File: config.mk
export PLATFORM = sky130hd
export DESIGN_NAME = reaction_diffusion_ftcs_row
export DESIGN_NICKNAME = d
export VERILOG_FILES = /design/src/sv/rdf_pkg.sv /design/src/sv/rdf_qmul.sv /design/src/sv/reaction_diffusion_ftcs_row.sv
export SDC_FILE = /design/constraint.sdc
export NUM_CORES = 2
export LEC_CHECK = 0
export BUFFER_PORTS_ARGS = -buffer_cell sky130_fd_sc_hd__buf_4
export CAP_MARGIN = 20
export CORE_ASPECT_RATIO = 1.4
export CORE_UTILIZATION = 50
export DETAILED_ROUTE_END_ITERATION = 7
export PLACE_DENSITY = 0.75
export SLEW_MARGIN = 10
export SYNTH_ARGS = -nofsm -noshare
export SYNTH_HDL_FRONTEND = slang
export SYNTH_SLANG_ARGS = --single-unit
export TNS_END_PERCENT = 100
File: constraint.sdc
create_clock -name i_clk -period 13.33 [get_ports i_clk]
set_input_delay 2.666 -clock i_clk [delete_from_list [all_inputs] [get_ports i_clk]]
set_output_delay 2.666 -clock i_clk [all_outputs]
set_load 0.005 [all_outputs]
File: src/sv/rdf_pkg.sv
// Shared constants, widths and saturation helper for the reaction-diffusion row block.
// No dependencies; imported by rdf_qmul and reaction_diffusion_ftcs_row.
package rdf_pkg;

    // Fixed-point format
    localparam int FRAC_BITS = 16;
    localparam int DATA_W    = 32;
    localparam int CFG_W     = 31;
    localparam int IDX_W     = 2;
    localparam int SUM_W     = DATA_W + 2;
    localparam int PROD_W    = 2 * DATA_W;

    // Register indexes
    localparam logic [IDX_W-1:0] REG_DIFFUSION_GAIN   = 2'd0;
    localparam logic [IDX_W-1:0] REG_GROWTH_RATE      = 2'd1;
    localparam logic [IDX_W-1:0] REG_INVERSE_CAPACITY = 2'd2;
    localparam logic [IDX_W-1:0] REG_TIME_STEP        = 2'd3;

    // Register reset values (about 0.1, 0.2, 0.01 and 0.1 in Q16.16)
    localparam logic [CFG_W-1:0] RST_DIFFUSION_GAIN   = 31'd6554;
    localparam logic [CFG_W-1:0] RST_GROWTH_RATE      = 31'd13107;
    localparam logic [CFG_W-1:0] RST_INVERSE_CAPACITY = 31'd655;
    localparam logic [CFG_W-1:0] RST_TIME_STEP        = 31'd6554;

    // 1.0 in the working format
    localparam logic signed [DATA_W-1:0] FIX_ONE = DATA_W'(1) << FRAC_BITS;

    localparam logic signed [DATA_W-1:0] SAT_MAX = {1'b0, {(DATA_W-1){1'b1}}};
    localparam logic signed [DATA_W-1:0] SAT_MIN = {1'b1, {(DATA_W-1){1'b0}}};

    // Clamp a widened sum to the signed data range
    function automatic logic signed [DATA_W-1:0] sat_sum(input logic signed [SUM_W-1:0] v);
        logic [SUM_W-DATA_W:0] top_bits;
        top_bits = v[SUM_W-1:DATA_W-1];
        if ((&top_bits) || !(|top_bits)) begin
            sat_sum = v[DATA_W-1:0];
        end else if (v[SUM_W-1]) begin
            sat_sum = SAT_MIN;
        end else begin
            sat_sum = SAT_MAX;
        end
    endfunction

endpackage

File: src/sv/rdf_qmul.sv
// Shared fixed-point multiplier: registered product, then floor shift and saturation.
// Depends on rdf_pkg. Both the full product and the scaled result are registered.
module rdf_qmul
    import rdf_pkg::*;
(
    input  logic                     i_clk,
    input  logic signed [DATA_W-1:0] i_a,
    input  logic signed [DATA_W-1:0] i_b,
    output logic signed [DATA_W-1:0] o_q
);

    logic signed [PROD_W-1:0] r_prod;
    logic signed [PROD_W-1:0] prod_shift;
    logic signed [DATA_W-1:0] n_q;
    logic signed [DATA_W-1:0] r_q;
    logic [PROD_W-DATA_W:0]   top_bits;

    // Shift right arithmetically (floor) and clamp to the data range
    always_comb begin
        prod_shift = r_prod >>> FRAC_BITS;
        top_bits   = prod_shift[PROD_W-1:DATA_W-1];
        if ((&top_bits) || !(|top_bits)) begin
            n_q = prod_shift[DATA_W-1:0];
        end else if (prod_shift[PROD_W-1]) begin
            n_q = SAT_MIN;
        end else begin
            n_q = SAT_MAX;
        end
    end

    // Register the full product, then the scaled result
    always_ff @(posedge i_clk) begin
        r_prod <= i_a * i_b;
        r_q    <= n_q;
    end

    assign o_q = r_q;

endmodule

File: src/sv/reaction_diffusion_ftcs_row.sv
// Top level of the FTCS reaction-diffusion row block: window, sequencer, output register.
// Depends on rdf_pkg and rdf_qmul.
//
// One explicit time step of 1-D reaction-diffusion with logistic growth on a streamed row
// of signed Q16.16 samples; tlast on the input marks the last sample of a row, tlast on the
// output marks the right boundary result. Both boundary points come out as zero, interior
// points as u + (Dg*lap + r*u*(1 - u*invK))*dt with saturation at every step. An interior
// point runs through five multiplies on one shared two-stage multiplier under a step
// sequencer: ten sequencer steps, then the load of the output register; the result is
// valid and, unless a boundary zero is owed, the input is ready again in the same cycle.
// The last sample of a row that has interior points loads that right boundary zero
// behind its result. A first sample, or the last sample of a two-sample row, goes
// straight to the output load; a second sample that does not end the row only fills the
// window. Output stalls hold the block in the output load until the register is free.
// The input is held off while a point is being worked; a finished result may still sit
// in the output register when the next sample is accepted. Rows of fewer than three
// samples give only zeros.
module reaction_diffusion_ftcs_row
    import rdf_pkg::*;
(
    input  logic              i_clk,
    input  logic              i_rst_n,
    // Input stream
    input  logic              i_s_tvalid,
    output logic              o_s_tready,
    input  logic [DATA_W-1:0] i_s_tdata,   // [31:0] sample
    input  logic              i_s_tlast,   // row_end
    // Output stream
    output logic              o_m_tvalid,
    input  logic              i_m_tready,
    output logic [DATA_W-1:0] o_m_tdata,   // [31:0] updated_value
    output logic              o_m_tlast,   // row_done
    // Configuration write port
    input  logic              i_cfg_we,
    input  logic [IDX_W-1:0]  i_cfg_idx,
    input  logic [CFG_W-1:0]  i_cfg_data
);

    typedef enum logic [1:0] {
        S_IDLE,
        S_MUL,
        S_PUT
    } t_state;

    // Sequencer steps
    localparam int STEP_W = 4;
    localparam logic [STEP_W-1:0] STEP_DIFF  = 4'd0;
    localparam logic [STEP_W-1:0] STEP_RATIO = 4'd1;
    localparam logic [STEP_W-1:0] STEP_RU    = 4'd2;
    localparam logic [STEP_W-1:0] STEP_KEEP  = 4'd3;
    localparam logic [STEP_W-1:0] STEP_REACT = 4'd4;
    localparam logic [STEP_W-1:0] STEP_RATE  = 4'd6;
    localparam logic [STEP_W-1:0] STEP_DELTA = 4'd7;
    localparam logic [STEP_W-1:0] STEP_LAST  = 4'd9;

    // Row position codes
    localparam logic [1:0] POS_FIRST  = 2'd0;
    localparam logic [1:0] POS_SECOND = 2'd1;
    localparam logic [1:0] POS_INNER  = 2'd2;

    t_state r_state;
    t_state n_state;

    logic [CFG_W-1:0]         r_gain;
    logic [CFG_W-1:0]         r_rate_cfg;
    logic [CFG_W-1:0]         r_invk;
    logic [CFG_W-1:0]         r_dt;

    logic [1:0]               r_pos;
    logic signed [DATA_W-1:0] r_left;
    logic signed [DATA_W-1:0] r_center;
    logic signed [DATA_W-1:0] r_u;
    logic signed [DATA_W-1:0] r_lap;
    logic signed [DATA_W-1:0] r_diff;
    logic signed [DATA_W-1:0] r_keep;
    logic signed [DATA_W-1:0] r_rate;
    logic signed [DATA_W-1:0] r_res;
    logic                     r_res_last;
    logic                     r_pend;
    logic [STEP_W-1:0]        r_step;

    logic                     r_ov;
    logic [DATA_W-1:0]        r_odata;
    logic                     r_olast;

    logic signed [DATA_W-1:0] sample;
    logic signed [DATA_W-1:0] lap;
    logic signed [DATA_W-1:0] mul_a;
    logic signed [DATA_W-1:0] mul_b;
    logic signed [DATA_W-1:0] mul_q;
    logic                     in_xact;
    logic                     slot_free;

    assign sample    = i_s_tdata;
    assign in_xact   = i_s_tvalid && o_s_tready;
    assign slot_free = !r_ov || i_m_tready;

    // Laplacian numerator from the window and the incoming right sample
    assign lap = sat_sum(SUM_W'(r_left) + SUM_W'(sample) - (SUM_W'(r_center) <<< 1));

    // Select multiplier operands for the current step
    always_comb begin
        mul_a = '0;
        mul_b = '0;
        if (r_state == S_MUL) begin
            case (r_step)
                STEP_DIFF: begin
                    mul_a = $signed({1'b0, r_gain});
                    mul_b = r_lap;
                end
                STEP_RATIO: begin
                    mul_a = r_u;
                    mul_b = $signed({1'b0, r_invk});
                end
                STEP_RU: begin
                    mul_a = $signed({1'b0, r_rate_cfg});
                    mul_b = r_u;
                end
                STEP_REACT: begin
                    mul_a = mul_q;
                    mul_b = r_keep;
                end
                STEP_DELTA: begin
                    mul_a = r_rate;
                    mul_b = $signed({1'b0, r_dt});
                end
                default: begin
                    mul_a = '0;
                    mul_b = '0;
                end
            endcase
        end
    end

    rdf_qmul u_qmul (
        .i_clk (i_clk),
        .i_a   (mul_a),
        .i_b   (mul_b),
        .o_q   (mul_q)
    );

    // Next state
    always_comb begin
        n_state = r_state;
        unique case (r_state)
            S_IDLE: begin
                if (in_xact) begin
                    if (r_pos == POS_INNER) begin
                        n_state = S_MUL;
                    end else if (r_pos == POS_FIRST || i_s_tlast) begin
                        n_state = S_PUT;
                    end
                end
            end
            S_MUL: begin
                if (r_step == STEP_LAST) begin
                    n_state = S_PUT;
                end
            end
            S_PUT: begin
                if (slot_free && !r_pend) begin
                    n_state = S_IDLE;
                end
            end
            default: n_state = S_IDLE;
        endcase
    end

    // State, window, sequencer and output register
    always_ff @(posedge i_clk) begin
        if (!i_rst_n) begin
            r_state    <= S_IDLE;
            r_pos      <= POS_FIRST;
            r_pend     <= 1'b0;
            r_step     <= '0;
            r_ov       <= 1'b0;
            r_gain     <= RST_DIFFUSION_GAIN;
            r_rate_cfg <= RST_GROWTH_RATE;
            r_invk     <= RST_INVERSE_CAPACITY;
            r_dt       <= RST_TIME_STEP;
        end else begin
            r_state <= n_state;

            // Take configuration writes
            if (i_cfg_we) begin
                unique case (i_cfg_idx)
                    REG_DIFFUSION_GAIN:   r_gain     <= i_cfg_data;
                    REG_GROWTH_RATE:      r_rate_cfg <= i_cfg_data;
                    REG_INVERSE_CAPACITY: r_invk     <= i_cfg_data;
                    REG_TIME_STEP:        r_dt       <= i_cfg_data;
                    default: ;
                endcase
            end

            // Drop the output once taken, unless a new result is loaded behind it
            if (r_ov && i_m_tready && (r_state != S_PUT)) begin
                r_ov <= 1'b0;
            end

            unique case (r_state)
                S_IDLE: begin
                    if (in_xact) begin
                        r_center <= sample;
                        unique case (r_pos)
                            POS_FIRST: begin
                                r_left     <= '0;
                                r_res      <= '0;
                                r_res_last <= i_s_tlast;
                                r_pend     <= 1'b0;
                                r_pos      <= i_s_tlast ? POS_FIRST : POS_SECOND;
                            end
                            POS_SECOND: begin
                                r_left     <= r_center;
                                r_res      <= '0;
                                r_res_last <= 1'b1;
                                r_pend     <= 1'b0;
                                r_pos      <= i_s_tlast ? POS_FIRST : POS_INNER;
                            end
                            default: begin
                                r_left <= r_center;
                                r_u    <= r_center;
                                r_lap  <= lap;
                                r_pend <= i_s_tlast;
                                r_step <= '0;
                                r_pos  <= i_s_tlast ? POS_FIRST : POS_INNER;
                            end
                        endcase
                    end
                end
                S_MUL: begin
                    r_step <= r_step + STEP_W'(1);
                    case (r_step)
                        STEP_RU:   r_diff <= mul_q;
                        STEP_KEEP: r_keep <= sat_sum(SUM_W'(FIX_ONE) - SUM_W'(mul_q));
                        STEP_RATE: r_rate <= sat_sum(SUM_W'(r_diff) + SUM_W'(mul_q));
                        STEP_LAST: begin
                            r_res      <= sat_sum(SUM_W'(r_u) + SUM_W'(mul_q));
                            r_res_last <= 1'b0;
                        end
                        default: ;
                    endcase
                end
                S_PUT: begin
                    // Load the result, then the right boundary zero if one is owed
                    if (slot_free) begin
                        r_ov    <= 1'b1;
                        r_odata <= r_res;
                        r_olast <= r_res_last;
                        if (r_pend) begin
                            r_res      <= '0;
                            r_res_last <= 1'b1;
                            r_pend     <= 1'b0;
                        end
                    end
                end
                default: ;
            endcase
        end
    end

    assign o_s_tready = (r_state == S_IDLE);
    assign o_m_tvalid = r_ov;
    assign o_m_tdata  = r_odata;
    assign o_m_tlast  = r_olast;

`ifndef ASSERT_OFF
    // The end of a row is always a boundary zero
    a_boundary_zero : assert property (@(posedge i_clk) disable iff (!i_rst_n)
        (o_m_tvalid && o_m_tlast) |-> (o_m_tdata == '0))
        else $error("row end result is not zero");

    // An owed boundary result keeps the input held off
    a_pend_busy : assert property (@(posedge i_clk) disable iff (!i_rst_n)
        r_pend |-> !o_s_tready)
        else $error("input ready with a boundary result still owed");

    // The sequencer never runs past its last step
    a_step_range : assert property (@(posedge i_clk) disable iff (!i_rst_n)
        (r_state == S_MUL) |-> (r_step <= STEP_LAST))
        else $error("sequencer step out of range");

    // Row position never takes the unused code
    a_pos_range : assert property (@(posedge i_clk) disable iff (!i_rst_n)
        (r_pos == POS_FIRST) || (r_pos == POS_SECOND) || (r_pos == POS_INNER))
        else $error("row position out of range");
`endif

endmodule
==> reports/qor.csv <==
metric;value;unit
Final Net Count;7870;
wire length of the first global-routing pass;335;mm
Max H-tree Level;2;
number of clock sinks seen by CTS;504;
number of placed I/O pins;106;
Buffers on Ports;105;
post-synthesis register bit count;504;
CTS root buf;sky130_fd_sc_hd__clkbuf_16;
end of the worst register-to-register path;u_qmul.r_prod[60];
Synth Area per Inst;9.44;µm²
pwr dens;67.1;mW/mm²
synth-to-layout area growth;8.09;%
vias in the first global route;50248;
count of vias placed by the detailed router;47903;
fraction of final layout cells with drive strength greater than 1;6.15;%
Leakage;30.6;nW
wire per inst;28.5;µm
Worst Setup Slack, final;1180;ps
Max VDD drop;0.151;mV
Worst Path Arrival;12650;ps
commonest cells in the netlist;1,216 x sky130_fd_sc_hd__inv_1, 1,115 x sky130_fd_sc_hd__fa_1, 994 x sky130_fd_sc_hd__nand2_1;
run status;complete, but fails checks;
fin area;0.0647;mm²
Post-synth EDFFs;290;
detailed router's first-iteration violation count;5370;
count of cells resized by post-cts repair;0;
latest clock arrival within the worst-skew pair;640;ps
hold path cells;0;
Die Y-Extent;411;µm
area share of the largest cell type after synthesis;37.3;%
post-CTS setup repair buffer count;0;
portion of the post-synthesis area used by sequential elements;21.7;%
Std-Cell Core Area;0.118;mm²
Detailed Route WL;229;mm
share of flip-flops with an asynchronous set or reset;0;%
die footprint;0.121;mm²
clock slew at reported path FFs;70;ps
clock tree from TritonCTS;done;
die boundary width;294;µm
weighted congestion at the end of routability-driven global placement;1.14;
final setup vio count;0;
Netlist Area Pre-Place;0.0599;mm²
leading register cell type out of synthesis;sky130_fd_sc_hd__edfxtp_1;
cells after synthesis;6339;
tightest hold margin;406;ps
critical path launch point type;flop;
DP Worst Slack;1730;ps
yosys synthesis warning count;0;
first-pass detailed-route iteration total;8;
initial antenna violation count;18;
cell with the most instances after synthesis;sky130_fd_sc_hd__inv_1;
maximum fanout encountered on the critical timing path;54;
required time of the worst setup path;13830;ps
GRT Util Overall;38.8;%
setup repair after global routing missed its margin;no;
number of endpoints with negative hold slack in the final report;0;
fin crit period;12150;ps
slowest stage cell on the critical path;sky130_fd_sc_hd__nand2_1;
cell row count;149;
final-report max-slew violation count;0;
type of the worst min-delay path;flop to flop;
violations in the final reports;design-rule violations;
DRC errors left;11;
biggest area contributors in the synthesized netlist;sky130_fd_sc_hd__fa_1 37%, sky130_fd_sc_hd__edfxtp_1 15%, sky130_fd_sc_hd__inv_1 7.6%;
synthesized net count;7811;
R2R Path Start;r_step[2];
placed inst area;0.0631;mm²
classification of the worst setup path;flop to flop;
start point of the worst hold path;r_res[3];
detailed placer's ending HPWL;179;mm
clock skew after layout;37.0;ps
max-cap violations;0;
Synth area leader;sky130_fd_sc_hd__fa_1;
total of hold buffers inserted after clock tree synthesis;0;
FF-to-FF setup slack;1180;ps
sum of overflow across all layers after global routing;0;
highest achievable clock rate;82.3;MHz
worst slew margin relative to its limit;14.5;%
worst-case reg-to-reg path depth;30;
Slew @ Worst Pin;1280;ps
Yosys cell types;85;
nature of the critical path endpoint;flop;
starting density of the core;50.7;%
critical path's most frequent cell;sky130_fd_sc_hd__fa_1;
maximum number of pins on one net before global-route repair;101;
Post-DRT Antenna Nets;0;
slowest cell delay on critical path;1050;ps
routed vias/inst;5.96;
clock buffer depth;3;
Worst Hold Endpoint;o_m_tdata[3];
setup TNS;0;ps
Final Cycle Share;91.2;%
total CTS buffers;50;
-- how the worst max path moves through the flow --
stage | startpoint | endpoint | slack, ps | depth (start not counted)
floorplan | r_step[0] | u_qmul.r_prod[60] | 4130 | 35
global placement | r_step[2] | u_qmul.r_prod[60] | 1950 | 30
detailed placement | r_step[0] | u_qmul.r_prod[62] | 1730 | 31
CTS | r_step[0] | u_qmul.r_prod[62] | 1660 | 31
global route | r_step[0] | u_qmul.r_prod[60] | 890 | 31
finish | r_step[2] | u_qmul.r_prod[60] | 1180 | 30
-- area by class of cell --
class	instances	area (µm²)
inverter	1218	4570
sequential	504	13000
clock inverter	27	258
multi-input combinational	4367	41600
antenna	12	30.0
timing repair buffer	257	1980
tap	1585	1980
fill	10672	53500
clock buffer	66	1330
-- state kept, by name (all words and copies together), names as in the netlist, 32 cells and up --
signal / cells
o_m_tdata: 32
r_lap: 32
r_left: 32
r_keep: 32
r_rate: 32
r_center: 32
r_u: 32
u_qmul.o_q: 32
r_diff: 32
r_res: 32
u_qmul.r_prod: 48
-- metal layers --
| metal | global-route usage, % | up-vias | part of all wire, % | wire length [µm] |
|---|---|---|---|---|
| li1 | - | 19957 | - | - |
| met5 | 0 | - | 0.065 | 149 |
| met2 | 61.0 | 2987 | 45 | 102000 |
| met1 | 45.6 | 23917 | 34 | 78200 |
| met4 | 30.8 | 22 | 10 | 24000 |
| met3 | 9.40 | 1020 | 11 | 24400 |
-- report_power, final --
| group | switching [mW] | total, mW | internal, mW | leakage [nW] |
|---|---|---|---|---|
| Clock | 0.667 | 1.42 | 0.753 | 0.772 |
| Combinational | 0.668 | 1.06 | 0.396 | 25.5 |
| Sequential | 0.0759 | 1.86 | 1.78 | 4.40 |
-- layout by cell type (no fill, tap or decap), drive strengths merged, types with 18 or more instances in the layout --
cell type,synthesis,layout
inv,1217,1223
fa,1115,1115
nand2,994,994
nor2,604,604
edfxtp,290,290
ha,286,286
buf,24,257
dfxtp,214,214
o21ai,188,188
a21oi,149,149
a21boi,105,105
xnor2,98,98
nand3,77,77
a22oi,74,74
a21o,73,73
xor2,71,71
clkbuf,226,66
nor2b,50,50
a221oi,45,45
nand2b,44,44
a221o,41,41
a31oi,35,35
nor3,32,32
o21a,27,27
and3,27,27
and2,24,24
nand4,20,20
clkinv,1,18
-- cells by family (layout without fill, tap and decap cells) --
logic type | after synthesis | after routing | share of synthesized area [%]
multiplexers | 4 | 4 | 0.0690
flip-flops | 504 | 504 | 21.7
other | 0 | 12 | 0
AND/OR/NAND/NOR | 1936 | 1936 | 13.4
AO/OA/AOI/OAI | 850 | 850 | 9.71
adder cells (fa/ha/maj) | 1408 | 1408 | 43.4
buffers and inverters | 1468 | 1568 | 9.25
XOR/XNOR | 169 | 169 | 2.47
-- critical path, delay by kind of cell (launching register included) --
kind            cells  cell delay [ps]
simple gates        7             3200
buf+inv             5              570
flops               1              720
compound gates      8             3060
fa+ha+maj           9             4250
xor+xnor            1              130
-- per-stage QoR --
stage	std cells	utilization [%]	power, mW
after floorplan	6339	-	2.59
after global routing	8024	54.7	4.51
final	8036	54.8	4.35
after CTS	8023	54.7	4.34
after global placement	7922	53.3	2.90
after detailed placement	7930	53.4	2.93
Power figures use the tool's default switching activity.
